`config.mk`:
```
export PLATFORM = sky130hd
export DESIGN_NAME = tcse_ctrl
export DESIGN_NICKNAME = d
export VERILOG_FILES = /design/src/sv/tcse_pkg.sv /design/src/sv/tcse_ctrl.sv
export SDC_FILE = /design/constraint.sdc
export NUM_CORES = 1
export LEC_CHECK = 0
export BUFFER_PORTS_ARGS = -buffer_cell sky130_fd_sc_hd__buf_2
export CORE_AREA = 4 4 41 43
export DETAILED_ROUTE_END_ITERATION = 12
export DIE_AREA = 0 0 45 47
export PLACE_DENSITY_LB_ADDON = 0.3
export SLEW_MARGIN = 0
export SYNTH_ARGS = -nofsm -noshare
export SYNTH_HDL_FRONTEND = slang
export SYNTH_SLANG_ARGS = --single-unit
```
`constraint.sdc`:
```
create_clock -name clk -period 2.3 [get_ports clk]
set_input_delay 0.46 -clock clk [delete_from_list [all_inputs] [get_ports clk]]
set_output_delay 0.46 -clock clk [all_outputs]
set_load 0.05 [all_outputs]
```
`src/sv/tcse_pkg.sv`:
```
// Package with the shared types and constants of the terminal screen engine.
`timescale 1ns / 1ps
package tcse_pkg;

    localparam int COLUMNS   = 80;
    localparam int ROW_COUNT = 24;
    localparam int CELLS     = COLUMNS * ROW_COUNT;
    localparam int ADDR_W    = $clog2(CELLS);
    localparam int ROW_W     = 5;
    localparam int COL_W     = 7;

    localparam logic [7:0] CH_ESC   = 8'h1b;
    localparam logic [7:0] CH_CR    = 8'h0d;
    localparam logic [7:0] CH_LF    = 8'h0a;
    localparam logic [7:0] CH_BS    = 8'h08;
    localparam logic [7:0] CH_TAB   = 8'h09;
    localparam logic [7:0] CH_SPACE = 8'h20;
    localparam logic [7:0] CH_DEL   = 8'h7f;
    localparam logic [7:0] CH_LBRK  = 8'h5b;
    localparam logic [7:0] CH_SEMI  = 8'h3b;
    localparam logic [7:0] CH_QUES  = 8'h3f;
    localparam logic [7:0] CH_GT    = 8'h3e;
    localparam logic [7:0] CH_ZERO  = 8'h30;
    localparam logic [7:0] CH_NINE  = 8'h39;
    localparam logic [7:0] FIN_LO   = 8'h40;
    localparam logic [7:0] FIN_HI   = 8'h7e;
    localparam logic [7:0] FIN_A    = 8'h41;
    localparam logic [7:0] FIN_B    = 8'h42;
    localparam logic [7:0] FIN_C    = 8'h43;
    localparam logic [7:0] FIN_D    = 8'h44;
    localparam logic [7:0] FIN_H    = 8'h48;
    localparam logic [7:0] FIN_F    = 8'h66;
    localparam logic [7:0] FIN_J    = 8'h4a;
    localparam logic [7:0] FIN_K    = 8'h4b;
    localparam logic [15:0] PARAM_MAX = 16'hffff;

    localparam logic [1:0] PHASE_IDLE = 2'd0;
    localparam logic [1:0] PHASE_ESC  = 2'd1;
    localparam logic [1:0] PHASE_CSI  = 2'd2;

    typedef struct packed {
        logic       mode;
        logic [7:0] data_byte;
        logic [4:0] read_row;
        logic [6:0] read_col;
    } in_beat_t;

    typedef struct packed {
        logic [6:0] cell_char;
        logic [4:0] cursor_row;
        logic [6:0] cursor_col;
        logic [1:0] parser_phase;
    } out_beat_t;

    typedef enum logic [3:0] {
        ST_CLEAR,      // post-reset blanking pass
        ST_IDLE,
        ST_DECODE,     // decode registered item
        ST_READ,       // wait for memory read data
        ST_READ_DONE,
        ST_TAB,        // write one space per cycle
        ST_BLANK,      // blank a range of cells
        ST_SCROLL_RD,  // scroll: read cell below
        ST_SCROLL_WR,  // scroll: write it one row up
        ST_DONE
    } state_t;

    // Command word from the controller to the datapath.
    typedef struct packed {
        logic latch_item;
        logic decode;      // apply the byte's cursor/parser effect
        logic mem_rd;      // read at read address
        logic cap_read;    // capture read data as result
        logic tab_step;    // write a space at cursor and advance
        logic blank_init;  // load blanking range from decoded request
        logic clear_init;  // blank the bottom row after a scroll
        logic blank_step;
        logic scroll_init;
        logic scroll_rd;
        logic scroll_wr;
        logic emit;
    } ctrl_t;

    // Status from the datapath to the controller.
    typedef struct packed {
        logic is_read;
        logic need_tab;
        logic need_blank;
        logic need_scroll;
        logic tab_last;
        logic blank_last;
        logic scroll_last;
    } stat_t;

endpackage

```
`src/sv/tcse_ctrl.sv`:
```
// Controller state machine of the terminal screen engine.
`timescale 1ns / 1ps
module tcse_ctrl (
    input  logic            clk,
    input  logic            rst_n,
    input  logic            start,
    input  tcse_pkg::stat_t stat,
    output tcse_pkg::ctrl_t ctrl,
    output logic            busy
);
    tcse_pkg::state_t state_reg, state_next;

    always_ff @(posedge clk or negedge rst_n)
    begin
        if (!rst_n)
        begin
            state_reg <= tcse_pkg::ST_CLEAR;
        end
        else
        begin
            state_reg <= state_next;
        end
    end

    always_comb
    begin
        state_next = state_reg;
        ctrl = '0;
        busy = 1'b1;
        unique case (state_reg)
            tcse_pkg::ST_CLEAR:
            begin
                ctrl.blank_step = 1'b1;
                if (stat.blank_last)
                begin
                    state_next = tcse_pkg::ST_IDLE;
                end
            end
            tcse_pkg::ST_IDLE:
            begin
                busy = 1'b0;
                if (start)
                begin
                    ctrl.latch_item = 1'b1;
                    state_next = tcse_pkg::ST_DECODE;
                end
            end
            tcse_pkg::ST_DECODE:
            begin
                if (stat.is_read)
                begin
                    ctrl.mem_rd = 1'b1;
                    state_next = tcse_pkg::ST_READ;
                end
                else
                begin
                    ctrl.decode = 1'b1;
                    if (stat.need_tab)
                    begin
                        state_next = tcse_pkg::ST_TAB;
                    end
                    else if (stat.need_blank)
                    begin
                        ctrl.blank_init = 1'b1;
                        state_next = tcse_pkg::ST_BLANK;
                    end
                    else if (stat.need_scroll)
                    begin
                        ctrl.scroll_init = 1'b1;
                        state_next = tcse_pkg::ST_SCROLL_RD;
                    end
                    else
                    begin
                        state_next = tcse_pkg::ST_DONE;
                    end
                end
            end
            tcse_pkg::ST_READ:
            begin
                state_next = tcse_pkg::ST_READ_DONE;
            end
            tcse_pkg::ST_READ_DONE:
            begin
                ctrl.cap_read = 1'b1;
                state_next = tcse_pkg::ST_DONE;
            end
            tcse_pkg::ST_TAB:
            begin
                ctrl.tab_step = 1'b1;
                if (stat.need_scroll)
                begin
                    ctrl.scroll_init = 1'b1;
                    state_next = tcse_pkg::ST_SCROLL_RD;
                end
                else if (stat.tab_last)
                begin
                    state_next = tcse_pkg::ST_DONE;
                end
            end
            tcse_pkg::ST_BLANK:
            begin
                ctrl.blank_step = 1'b1;
                if (stat.blank_last)
                begin
                    state_next = tcse_pkg::ST_DONE;
                end
            end
            tcse_pkg::ST_SCROLL_RD:
            begin
                ctrl.scroll_rd = 1'b1;
                state_next = tcse_pkg::ST_SCROLL_WR;
            end
            tcse_pkg::ST_SCROLL_WR:
            begin
                ctrl.scroll_wr = 1'b1;
                if (stat.scroll_last)
                begin
                    ctrl.clear_init = 1'b1;
                    state_next = tcse_pkg::ST_BLANK;
                end
                else
                begin
                    state_next = tcse_pkg::ST_SCROLL_RD;
                end
            end
            tcse_pkg::ST_DONE:
            begin
                ctrl.emit = 1'b1;
                state_next = tcse_pkg::ST_IDLE;
            end
            default:
            begin
                state_next = tcse_pkg::ST_IDLE;
            end
        endcase
    end
endmodule

```
==> results.md <==
* Status: finished clean
* Register area at 100.1 µm²
* CTS H-tree lvls at 1
* Critical path data arrival time at about 1.7 ns
* Core Box Area at between 1000 and 1500 µm²
* Tightest Pin Transition at 0.3200 ns
* Synth warn at 0
* CP endpoint kind: output pin
* IR drop worst, VDD at 0.0006608 V
* Post-CTS Setup Bufs at 0
* Worst EP required at 1.84 ns
* Vias in the first global route at 511
* Period minus WS final at 2.152 ns
* Starting density of the core at 36.25%
* Area contributors post-synth: dfrtp_1, nor2_1, nand2b_1
* Most frequent cells in the layout: buf_2, nor2_1, nand2b_1, dfrtp_1
* Die footprint at 2115 µm²
* GPL Wtd Cong at 0.7756
* CP max stage delay at about 0.48 ns
* First-pass DRT Iterations at 4
* Register area share after synthesis at 21.22%
* Max reg flops at 4
* Worst-path maximum fanout at 7
* Worst rel slew slack at 78.67%
* Delay-heaviest family, CP: simple AND/OR/NAND/NOR gates
* Avg WL per Cell at roughly 12 µm
* Crit-path cells: nor4b_4, nand2b_1, clkinv_1, a21oi_1, nor2_2, buf_2
* Final worst-path cycle share at between 90 and 100%
* DR vias/cell at 5.141
* CTS tree: built
* Slowest cell on crit path: dfrtp_1
* Synthesis-stage register bit count at 4
* Hold Fails Final Rpt at 0
* Port Buf Inserts at 22
* Grt ovf at 0
* Num rows at 13
* Final net count at 96
* Post-synth top flop: dfrtp_1
* Gr usage total at 13.08%
* Synthesis-to-layout area growth at 36.87%
* Post-route ant nets at 0
* Setup crit start kind: register
* Initial DRC Count at 6
* EDFF count, synth at 0
* Syn Inst Count at 59
* Max Buffers Root-to-Sink at 2
* Share of the synthesized area in the top cell type at 21.22%
* CTS Buf Count at 3
* Antenna violations before repair at 0
* Worst min-delay path class: primary input to async pin
* Worst skew pair latency at 0.24 ns
* Via count at 509
* Final Skew at roughly 0.0093 ns
* Hold_buf cts at 0
* Final antenna diode count at 0
* Die height at roughly 47 µm
* Syn_nets at 69
* Final-layout fill cell count at between 100 and 150
* Yosys top cell by area: dfrtp_1
* Root Driver: clkbuf_4
* Avg Inst Size Synth at 7.995 µm²
* Max_cap viols at 0
* DRT Wirelength at 1.211 mm
* WS Path Type: register to output pin
* Synth async-reset ratio at 100.0%
* Synth cell types at 32
* Buf/Inv on CP at 2
* Residual DRC at 0
* Area of the multi-input gates at approximately 360 µm²
* Cells after DPL at 96
* Leak at about 0.31 nW
* Non-filler instance count after layout at 99
* DP HPWL at 972.3 µm
* First-pass GRT wire length at 2.035 mm
* I/O pins at 23
* Maximum number of pins on one net before global-route repair at 10
* Post-CTS resize count at 0
* F_max at around 460 MHz
* Mapped Area at 471.7 µm²
* CTS Sinks at 4
* Share of cells above drive strength 1 at 46.43%
* Die W at 45 µm
* RSZ-0062 raised after global routing: no
* Setup violations, final at 0
* Most common cell after layout, fill and taps aside: buf_2
* Fin Setup TNS at 0 ns
* Worst-path clk slew at 0.04 ns
* Power Density at 1349 nW/µm²
* Max Slew Vio Count at 0
==> kinds of logic (layout without fill, tap and decap cells) <==
family          Yosys count  after routing  share of synthesized area, %
compound gates           15             15                         23.61
buf+inv                   7             32                         9.016
simple gates             31             31                         41.91
mux                       1              1                         2.387
xor+xnor                  1              1                         1.857
flops                     4              4                         21.22
==> per-stage QoR <==
step / util (%) / total power [mW] / hold WS, ns / instance area (µm²) / setup WS (ns)
after floorplan: - / 0.6521 / 0.1644 / 490.5 / 0.02028
after global routing: 49.62 / 0.9317 / 0.01658 / 645.6 / 0.02901
after global placement: 47.21 / 0.7689 / 0.2635 / 614.3 / 0.3910
after detailed placement: 47.21 / 0.7700 / 0.2674 / 614.3 / 0.3572
after CTS: 48.94 / 0.8643 / 0.01015 / 636.9 / 0.08734
final: 49.62 / 0.8706 / 0.01455 / 645.6 / 0.1480
==> metal layers <==
layer	up-vias	track usage [%]	routed length, µm
met4	0	8.772	19
met5	-	0	0
li1	269	-	-
met2	20	22.32	565
met1	218	15.86	533
met3	2	0.7663	93
==> synth_stat cells (2+ instances only) <==
cell      count
a21oi_1       3
a31oi_1       2
and2_1        2
buf_6         2
dfrtp_1       4
inv_1         3
nand2_1       3
nand2b_1      4
nor2_1       10
nor3b_1       2
o22ai_1       2
or3_1         2
==> final timing paths <==
kind	from	endpoint	slack (ns)	cells past startpoint
worst max-delay path	state_reg[2]	ctrl[3]	0.15	6
worst min-delay path	rst_n	state_reg[0]	0.01	1
worst max register to register	state_reg[1]	state_reg[1]	0.60	5
worst min register to register	state_reg[1]	state_reg[0]	0.76	2
max in group asynchronous	rst_n	state_reg[3]	2.16	1
min in group clk	stat[1]	state_reg[1]	0.53	3
==> where the power goes <==
part	leakage, nW	switching, mW	total (mW)	internal [mW]
sequential	0.0512	0.0597	0.157	0.0974
combinational	0.249	0.401	0.625	0.224
clock	0.0138	0.0298	0.0882	0.0584
total	0.314	0.491	0.871	0.380
==> final cells by class <==
cell class	count	area share, %
tap	15	2.907
multi-input combinational	48	55.23
clock buffer	3	3.488
sequential	4	15.50
inverter	4	2.326
timing repair buffer	25	20.54
Note: power is estimated with default switching activity, not from simulation.
